### config.mk
export PLATFORM = sky130hd
export DESIGN_NAME = sound_chip_filter_6581
export DESIGN_NICKNAME = d
export VERILOG_FILES = /design/src/scf_pkg.sv /design/src/sound_chip_filter_6581.sv /design/src/scf_mac.sv
export VERILOG_INCLUDE_DIRS = /design/src /design/src/src
export SDC_FILE = /design/constraint.sdc
export NUM_CORES = 2
export LEC_CHECK = 0
export BUFFER_PORTS_ARGS = -buffer_cell sky130_fd_sc_hd__buf_2
export CAP_MARGIN = 25
export CORE_MARGIN = 1.5
export CORE_UTILIZATION = 65
export DETAILED_ROUTE_END_ITERATION = 10
export PLACE_DENSITY_LB_ADDON = 0.12
export SLEW_MARGIN = 10
export SYNTH_ARGS = -nofsm -noshare
export SYNTH_HDL_FRONTEND = slang
export SYNTH_HIERARCHICAL = 1
export SYNTH_SLANG_ARGS = --single-unit
### constraint.sdc
create_clock -name clk_i -period 18.1 [get_ports clk_i]
set_clock_uncertainty 0.15 [all_clocks]
set_input_delay 3.62 -clock clk_i [delete_from_list [all_inputs] [get_ports clk_i]]
set_output_delay 3.62 -clock clk_i [all_outputs]
set_load 0.03 [all_outputs]
### src/sound_chip_filter_6581_macros.svh
// Assertion macros for the sound chip filter block.
// Used by the RTL files that carry concurrent checks; no other dependencies.
`ifndef SOUND_CHIP_FILTER_6581_MACROS_SVH
`define SOUND_CHIP_FILTER_6581_MACROS_SVH

// Same-cycle implication, checked at every rising edge outside reset.
`define SCF_ASSERT_IMP(lbl, clk, rstn, ante, cons) \
  lbl: assert property (@(posedge clk) disable iff (!rstn) (ante) |-> (cons)) \
    else $error("scf check failed");

// Next-cycle implication, checked at every rising edge outside reset.
`define SCF_ASSERT_NXT(lbl, clk, rstn, ante, cons) \
  lbl: assert property (@(posedge clk) disable iff (!rstn) (ante) |=> (cons)) \
    else $error("scf check failed");

`endif

### src/scf_pkg.sv
// Shared types and constants of the sound chip filter block.
// No dependencies; imported by scf_mac and sound_chip_filter_6581.
package scf_pkg;

  localparam int SAMPLE_BITS_DEF = 20;
  localparam int FRAC_BITS_DEF   = 12;

  localparam int ACC_W   = 40;  // integrator and high-pass node width
  localparam int LO_W    = 20;  // low slice of a multiplier operand
  localparam int CO_W    = 16;  // coefficient operand width
  localparam int RES_SH  = 14;  // resonance fraction bits
  localparam int CUT_SH  = 16;  // cutoff fraction bits
  localparam int OUT_W   = 28;
  localparam int KNEE_W  = 27;
  localparam int CFG_AW  = 5;
  localparam int CFG_DW  = 32;

  localparam logic [14:0]       RES_RESET  = 15'd16384;
  localparam logic [KNEE_W-1:0] KNEE_RESET = 27'd3300000;

  typedef enum logic [2:0] {
    REG_ROUTE = 3'd0,
    REG_V3    = 3'd1,
    REG_MODE  = 3'd2,
    REG_VOL   = 3'd3,
    REG_CUT   = 3'd4,
    REG_RES   = 3'd5,
    REG_KNEE  = 3'd6
  } cfg_reg_e;

  typedef enum logic [3:0] {
    S_IDLE,
    S_RES_LO,
    S_RES_HI,
    S_NODE,
    S_C1_LO,
    S_C1_HI,
    S_BP,
    S_C2_LO,
    S_C2_HI,
    S_LP,
    S_MIX,
    S_VOL_LO,
    S_VOL_HI,
    S_KNEE
  } seq_state_e;

  // en: update the accumulator; hi: high slice, add shifted, else load low slice
  typedef struct packed {
    logic en;
    logic hi;
  } mac_ctl_t;

endpackage

### src/sound_chip_filter_6581.sv
// Filter and mixer stage of a 6581-style sound chip.
// Slave stream: one transfer carries voice one, two, three and the external
// sample, SAMPLE_BITS each, packed from the low bits of s_axis_tdata.
// Master stream: one transfer per input carries the 28-bit saturated mix in
// the low bits of m_axis_tdata.
// APB port: seven registers at byte addresses 0, 4, .. 24; pready is always
// high; write only while no sample is in flight.
// Each sample runs through a small sequencer that drives one shared
// two-slice multiply-accumulate unit eight times (resonance feedback, two
// cutoff products, volume). The steps run in order: resonance, high-pass
// node, cutoff, band-pass, cutoff, low-pass, mix, volume, knee. The result
// is registered in the knee step, and the next input is taken only once the
// sequencer is back in idle, after the previous sample is through.
// The output register parts the two sides: while a result waits, the next
// sample is still taken and worked on; it holds in its last step only when
// the previous result has not been taken by then.
// Reset clears both integrators, the registers to their defaults
// (resonance 16384, knee 3300000) and the output valid.
module sound_chip_filter_6581 import scf_pkg::*; #(
  parameter int SAMPLE_BITS = SAMPLE_BITS_DEF,
  parameter int FRAC_BITS   = FRAC_BITS_DEF
) (
  input  logic                   clk_i,
  input  logic                   rst_ni,
  input  logic                   s_axis_tvalid,
  output logic                   s_axis_tready,
  // voice_one, voice_two, voice_three, external_in (lowest first), zero pad
  input  logic [((4*SAMPLE_BITS+7)/8)*8-1:0] s_axis_tdata,
  output logic                   m_axis_tvalid,
  input  logic                   m_axis_tready,
  // mixed_out in bits 27:0, zero pad
  output logic [31:0]            m_axis_tdata,
  input  logic                   psel,
  input  logic                   penable,
  input  logic                   pwrite,
  input  logic [CFG_AW-1:0]      paddr,
  input  logic [CFG_DW-1:0]      pwdata,
  output logic [CFG_DW-1:0]      prdata,
  output logic                   pready
);

  localparam int SUM_W = SAMPLE_BITS + 2;
  localparam int FIN_W = SUM_W + FRAC_BITS;
  localparam int MIX_W = ((FIN_W > ACC_W) ? FIN_W : ACC_W) + 2;
  localparam int PR_W  = MIX_W + CO_W + 1;

  localparam logic signed [PR_W-1:0] ACC_HI = {{(PR_W-ACC_W+1){1'b0}}, {(ACC_W-1){1'b1}}};
  localparam logic signed [PR_W-1:0] ACC_LO = ~ACC_HI;
  localparam logic signed [PR_W-1:0] OUT_HI = {{(PR_W-OUT_W+1){1'b0}}, {(OUT_W-1){1'b1}}};
  localparam logic signed [PR_W-1:0] OUT_LO = ~OUT_HI;

  function automatic logic signed [ACC_W-1:0] sat_acc(input logic signed [PR_W-1:0] x);
    logic signed [PR_W-1:0] y;
    begin
      if (x > ACC_HI) begin
        y = ACC_HI;
      end else if (x < ACC_LO) begin
        y = ACC_LO;
      end else begin
        y = x;
      end
      return y[ACC_W-1:0];
    end
  endfunction

  // configuration registers
  logic [3:0]        route_q;
  logic              v3_direct_q;
  logic [2:0]        mode_q;
  logic [3:0]        volume_q;
  logic [CO_W-1:0]   cut_q;
  logic [14:0]       res_q;
  logic [KNEE_W-1:0] knee_q;

  seq_state_e state_q, state_d;
  mac_ctl_t   mac_ctl;
  logic signed [MIX_W-1:0] mac_a;
  logic [CO_W-1:0]         mac_b;
  logic signed [PR_W-1:0]  mac_acc;

  logic signed [SUM_W-1:0] fin_d, fin_q, direct_d, direct_q;
  logic signed [ACC_W-1:0] bp_q, lp_q, node_q;
  logic signed [ACC_W-1:0] node_d, bp_d, lp_d;
  logic signed [MIX_W-1:0] mix_q, mix_d;
  logic [OUT_W-1:0]        out_q, out_d;
  logic                    out_valid_q;
  logic                    in_xfer, out_xfer, knee_go, cfg_wr;

  logic signed [SAMPLE_BITS-1:0] src [4];
  logic signed [PR_W-1:0] mix_sum, o_val, knee_ext, excess, o_knee, o_sat;

  assign in_xfer  = s_axis_tvalid && s_axis_tready;
  assign out_xfer = m_axis_tvalid && m_axis_tready;
  assign knee_go  = !out_valid_q || m_axis_tready;
  assign cfg_wr   = psel && penable && pwrite && pready;

  assign s_axis_tready = (state_q == S_IDLE);
  assign m_axis_tvalid = out_valid_q;
  assign m_axis_tdata  = 32'(out_q);
  assign pready        = 1'b1;

  // ---------------- configuration port ----------------
  always_ff @(posedge clk_i or negedge rst_ni) begin
    if (!rst_ni) begin
      route_q     <= '0;
      v3_direct_q <= 1'b0;
      mode_q      <= '0;
      volume_q    <= '0;
      cut_q       <= '0;
      res_q       <= RES_RESET;
      knee_q      <= KNEE_RESET;
    end else if (cfg_wr) begin
      unique case (cfg_reg_e'(paddr[4:2]))
        REG_ROUTE: route_q     <= pwdata[3:0];
        REG_V3:    v3_direct_q <= pwdata[0];
        REG_MODE:  mode_q      <= pwdata[2:0];
        REG_VOL:   volume_q    <= pwdata[3:0];
        REG_CUT:   cut_q       <= pwdata[CO_W-1:0];
        REG_RES:   res_q       <= pwdata[14:0];
        REG_KNEE:  knee_q      <= pwdata[KNEE_W-1:0];
        default: ;
      endcase
    end
  end

  always_comb begin
    unique case (cfg_reg_e'(paddr[4:2]))
      REG_ROUTE: prdata = CFG_DW'(route_q);
      REG_V3:    prdata = CFG_DW'(v3_direct_q);
      REG_MODE:  prdata = CFG_DW'(mode_q);
      REG_VOL:   prdata = CFG_DW'(volume_q);
      REG_CUT:   prdata = CFG_DW'(cut_q);
      REG_RES:   prdata = CFG_DW'(res_q);
      REG_KNEE:  prdata = CFG_DW'(knee_q);
      default:   prdata = '0;
    endcase
  end

  // ---------------- source routing ----------------
  always_comb begin
    fin_d    = '0;
    direct_d = '0;
    for (int i = 0; i < 4; i++) begin
      src[i] = signed'(s_axis_tdata[i*SAMPLE_BITS +: SAMPLE_BITS]);
      if (route_q[i]) begin
        fin_d = fin_d + SUM_W'(src[i]);
      end else if (i != 2 || v3_direct_q) begin
        direct_d = direct_d + SUM_W'(src[i]);
      end
    end
  end

  // ---------------- sequencer ----------------
  always_comb begin
    state_d = state_q;
    unique case (state_q)
      S_IDLE:   if (s_axis_tvalid) state_d = S_RES_LO;
      S_RES_LO: state_d = S_RES_HI;
      S_RES_HI: state_d = S_NODE;
      S_NODE:   state_d = S_C1_LO;
      S_C1_LO:  state_d = S_C1_HI;
      S_C1_HI:  state_d = S_BP;
      S_BP:     state_d = S_C2_LO;
      S_C2_LO:  state_d = S_C2_HI;
      S_C2_HI:  state_d = S_LP;
      S_LP:     state_d = S_MIX;
      S_MIX:    state_d = S_VOL_LO;
      S_VOL_LO: state_d = S_VOL_HI;
      S_VOL_HI: state_d = S_KNEE;
      S_KNEE:   if (knee_go) state_d = S_IDLE;
      default:  state_d = S_IDLE;
    endcase
  end

  // multiplier operand selection
  always_comb begin
    mac_ctl = '0;
    mac_a   = MIX_W'(bp_q);
    mac_b   = CO_W'(res_q);
    unique case (state_q)
      S_RES_LO, S_RES_HI: begin
        mac_ctl.en = 1'b1;
        mac_ctl.hi = (state_q == S_RES_HI);
        mac_a      = MIX_W'(bp_q);
        mac_b      = CO_W'(res_q);
      end
      S_C1_LO, S_C1_HI: begin
        mac_ctl.en = 1'b1;
        mac_ctl.hi = (state_q == S_C1_HI);
        mac_a      = MIX_W'(node_q);
        mac_b      = cut_q;
      end
      S_C2_LO, S_C2_HI: begin
        mac_ctl.en = 1'b1;
        mac_ctl.hi = (state_q == S_C2_HI);
        mac_a      = MIX_W'(bp_q);
        mac_b      = cut_q;
      end
      S_VOL_LO, S_VOL_HI: begin
        mac_ctl.en = 1'b1;
        mac_ctl.hi = (state_q == S_VOL_HI);
        mac_a      = mix_q;
        mac_b      = CO_W'(volume_q);
      end
      default: ;
    endcase
  end

  scf_mac #(
    .A_W (MIX_W),
    .P_W (PR_W)
  ) u_mac (
    .clk_i (clk_i),
    .ctl_i (mac_ctl),
    .a_i   (mac_a),
    .b_i   (mac_b),
    .acc_o (mac_acc)
  );

  // ---------------- datapath steps ----------------
  always_comb begin
    node_d = sat_acc((PR_W'(fin_q) <<< FRAC_BITS) + (mac_acc >>> RES_SH) + PR_W'(lp_q));
    bp_d   = sat_acc(PR_W'(bp_q) - (mac_acc >>> CUT_SH));
    lp_d   = sat_acc(PR_W'(lp_q) + (mac_acc >>> CUT_SH));

    mix_sum = PR_W'(direct_q) <<< FRAC_BITS;
    if (mode_q[2]) mix_sum = mix_sum - PR_W'(node_q);
    if (mode_q[1]) mix_sum = mix_sum + PR_W'(bp_q);
    if (mode_q[0]) mix_sum = mix_sum + PR_W'(lp_q);
    mix_d = mix_sum[MIX_W-1:0];

    // halve the part above the knee, then clamp
    o_val    = mac_acc >>> FRAC_BITS;
    knee_ext = signed'(PR_W'(knee_q));
    excess   = o_val - knee_ext;
    if (o_val > knee_ext) begin
      o_knee = o_val - (excess >>> 1);
    end else begin
      o_knee = o_val;
    end
    if (o_knee > OUT_HI) begin
      o_sat = OUT_HI;
    end else if (o_knee < OUT_LO) begin
      o_sat = OUT_LO;
    end else begin
      o_sat = o_knee;
    end
    out_d = o_sat[OUT_W-1:0];
  end

  always_ff @(posedge clk_i or negedge rst_ni) begin
    if (!rst_ni) begin
      state_q     <= S_IDLE;
      out_valid_q <= 1'b0;
      bp_q        <= '0;
      lp_q        <= '0;
    end else begin
      state_q <= state_d;
      if (state_q == S_BP) bp_q <= bp_d;
      if (state_q == S_LP) lp_q <= lp_d;
      if (state_q == S_KNEE && knee_go) begin
        out_valid_q <= 1'b1;
      end else if (out_xfer) begin
        out_valid_q <= 1'b0;
      end
    end
  end

  always_ff @(posedge clk_i) begin
    if (in_xfer) begin
      fin_q    <= fin_d;
      direct_q <= direct_d;
    end
    if (state_q == S_NODE) node_q <= node_d;
    if (state_q == S_MIX)  mix_q  <= mix_d;
    if (state_q == S_KNEE && knee_go) out_q <= out_d;
  end

  // ---------------- checks ----------------
  `include "sound_chip_filter_6581_macros.svh"

  `SCF_ASSERT_NXT(a_seq_start, clk_i, rst_ni, in_xfer, state_q == S_RES_LO)
  `SCF_ASSERT_IMP(a_result_source, clk_i, rst_ni, $rose(out_valid_q), $past(state_q == S_KNEE))
  `SCF_ASSERT_NXT(a_knee_hold, clk_i, rst_ni, state_q == S_KNEE && !knee_go, state_q == S_KNEE)
  `SCF_ASSERT_IMP(a_bp_update, clk_i, rst_ni, !$stable(bp_q), $past(state_q == S_BP))

endmodule

### src/scf_mac.sv
// Shared multiply-accumulate unit: a wide signed operand times an unsigned
// coefficient, done as two slices, low then high. Depends on scf_pkg.
module scf_mac import scf_pkg::*; #(
  parameter int A_W = 42,
  parameter int P_W = A_W + CO_W + 1
) (
  input  logic                  clk_i,
  input  mac_ctl_t              ctl_i,
  input  logic signed [A_W-1:0] a_i,
  input  logic [CO_W-1:0]       b_i,
  output logic signed [P_W-1:0] acc_o
);

  localparam int HI_W = A_W - LO_W;
  localparam int MA_W = (HI_W > LO_W) ? HI_W : LO_W + 1;
  localparam int M_W  = MA_W + CO_W + 1;

  logic signed [MA_W-1:0] part;
  logic signed [CO_W:0]   coef;
  logic signed [M_W-1:0]  prod;
  logic signed [P_W-1:0]  prod_ext;
  logic signed [P_W-1:0]  acc_d, acc_q;

  always_comb begin
    if (ctl_i.hi) begin
      part = MA_W'(signed'(a_i[A_W-1:LO_W]));
    end else begin
      part = signed'(MA_W'({1'b0, a_i[LO_W-1:0]}));
    end
    coef     = signed'({1'b0, b_i});
    prod     = part * coef;
    prod_ext = P_W'(prod);
    if (ctl_i.hi) begin
      acc_d = acc_q + (prod_ext <<< LO_W);
    end else begin
      acc_d = prod_ext;
    end
  end

  always_ff @(posedge clk_i) begin
    if (ctl_i.en) begin
      acc_q <= acc_d;
    end
  end

  assign acc_o = acc_q;

endmodule
==> metrics <==
status=finished, final reports clean; Fin Setup TNS=0 ns; R2R cell count=40; DR vias/cell=about 6.3; Critical-path top delay cell=xnor2_1; nets=7888; CTS clk-pin slew, worst paths=around 0.060 ns; Max-Cap Viols=0; H-tree depth=2; Area Growth Syn to Fin=6.36%; max incr delay on CP=approximately 0.7 ns; synthesized area=approximately 0.056 mm2; Routed Wire Length=approximately 180000 um; Clock Root Buffer=clkbuf_16; CTS sink count=roughly 360; Critical Path RT=~18 ns; CTS buffer count=46; first-pass GRT wire length=roughly 270000 um; delay-heaviest family, CP=adder cells; Post-CTS Hold Fix Bufs=0; commonest non-fill, non-tap cell in the layout=inv_1; Core ar.=between 0.08 and 0.09 mm2; clk buf depth=3; Die Wd=297 um; initial antenna violation count=2; Detail Placement HPWL=roughly 140000 um; DIE HEIGHT=297 um; Cells after Synth=roughly 6700; row cnt=around 110; DRT iter0 DRCs=4529; Crit. End Element=flop; Hold EP=res_q[8]; RSZ-0062 raised after global routing=no; worst hold path type=flop to flop; worst path bufs/invs=7; layout cells sized above 1=under 10%; critical path's most frequent cell=fa_1; Setup Fix Bufs, Post-CTS=0; vias in the first global route=approximately 48000; largest net degree at the start of global routing=66; hold path depth=1; Skew-Pair Late Insertion Delay=around 0.65 ns; Slew Limit Fails=0; Max Clk Rate=a little over 80 MHz; slew margin rel.=26.3%; Final Hold Viols=0; post-cts sizing count=0; WL/cell=approximately 22 um; DRC=0; Setup crit start=state_q[2]; period utilisation layout=between 60 and 70%; Die Area=0.0883 mm2; worst r2r src=state_q[2]; CP startpoint kind=flop; synth warn=6; IO Count=about 190; TritonCTS clock tree=built; Avg Cell Area, Syn=about 8.4 um2; fin crit period=12.17 ns; GRT overflow=0; starting density of the core=65.8%; Worst Path Max Fanout=between 40 and 50; Reg-to-Reg End=u_mac/acc_o[58]; Final setup viols=0; Fillers=7128; Crit Path Class=flop to flop; routed via count=about 50000; IO buf count=~170; commonest non-fill, non-tap cells in the layout=707 x inv_1, 703 x nand2_1, 602 x ha_1; gpl congestion=between 0.9 and 1; GRT Util Overall=between 30% and 40%; R2R Setup Slk=~5.9 ns; crit path DAT=12.41 ns; hold path start=res_q[8]; Final ANT Viol Nets=0; slew at the pin closest to its max-slew limit=1.11 ns; Pre-antenna DRT Iters=8
[layout make-up]
class | instances | area (um2) | area share, %
multi-input combinational | 5394 | 42600 | 71.3
antenna | 2 | 5.00 | 0.00837
sequential | 356 | 9930 | 16.6
clock inverter | 18 | 219 | 0.366
tap | 1144 | 1430 | 2.39
clock buffer | 67 | 1350 | 2.26
timing repair buffer | 259 | 1590 | 2.65
inverter | 709 | 2660 | 4.45
[flip-flops by register name (all words and copies together) (netlist names)]
name and flops:
state_q 4, v3_direct_q 1, mix_q 42, direct_q 22, out_q 28, volume_q 4
knee_q 27, lp_q 40, cut_q 16, m_axis_tvalid 1, bp_q 40, res_q 15
u_mac/acc_o 47, mode_q 3, fin_q 22, node_q 40, route_q 4
[stage by stage]
stage	area (um2)	hold WS, ns	util [%]	std cells	setup slack (ns)
2_1_floorplan	56300	0.344	-	6713	8.47
6_report	59800	0.385	70.0	7949	5.93
3_3_place_gp	58100	0.364	68.0	7855	6.37
3_5_place_dp	58200	0.373	68.1	7859	6.15
4_1_cts	59700	0.387	69.9	7944	6.13
5_1_grt	59800	0.402	70.0	7948	5.48
[per-layer routing]
metal	vias to the layer above	track usage, %	share of wire (%)
li1	23500	-	-
met1	23900	50.5	39
met2	2181	62.5	45
met3	524	6.33	8.7
met4	0	23.7	7.0
met5	-	0	0
[worst register-to-register path, delay by kind of cell (launching register included)]
family	cells	cell delay [ns]
AOI/OAI and AO/OA	8	1.91
DFF	1	0.59
muxes	1	0.51
adders and majority gates	8	4.03
xor gates and xnor gates	1	0.70
buffers and inverters	7	1.32
and+or+nand+nor	15	2.75
[how the worst max path moves through the flow]
stage	slack, ns	end	depth (start not counted)
after floorplan	8.47	u_mac/acc_o[58]	39
after global placement	6.37	u_mac/acc_o[58]	38
after detailed placement	6.15	u_mac/acc_o[58]	36
after CTS	6.13	u_mac/acc_o[58]	36
after global routing	5.48	u_mac/acc_o[58]	38
final	5.93	u_mac/acc_o[58]	40
Power is left out: the tool's default activity adds up to more than one toggle a clock period on the data nets, which glitch-free logic cannot reach.
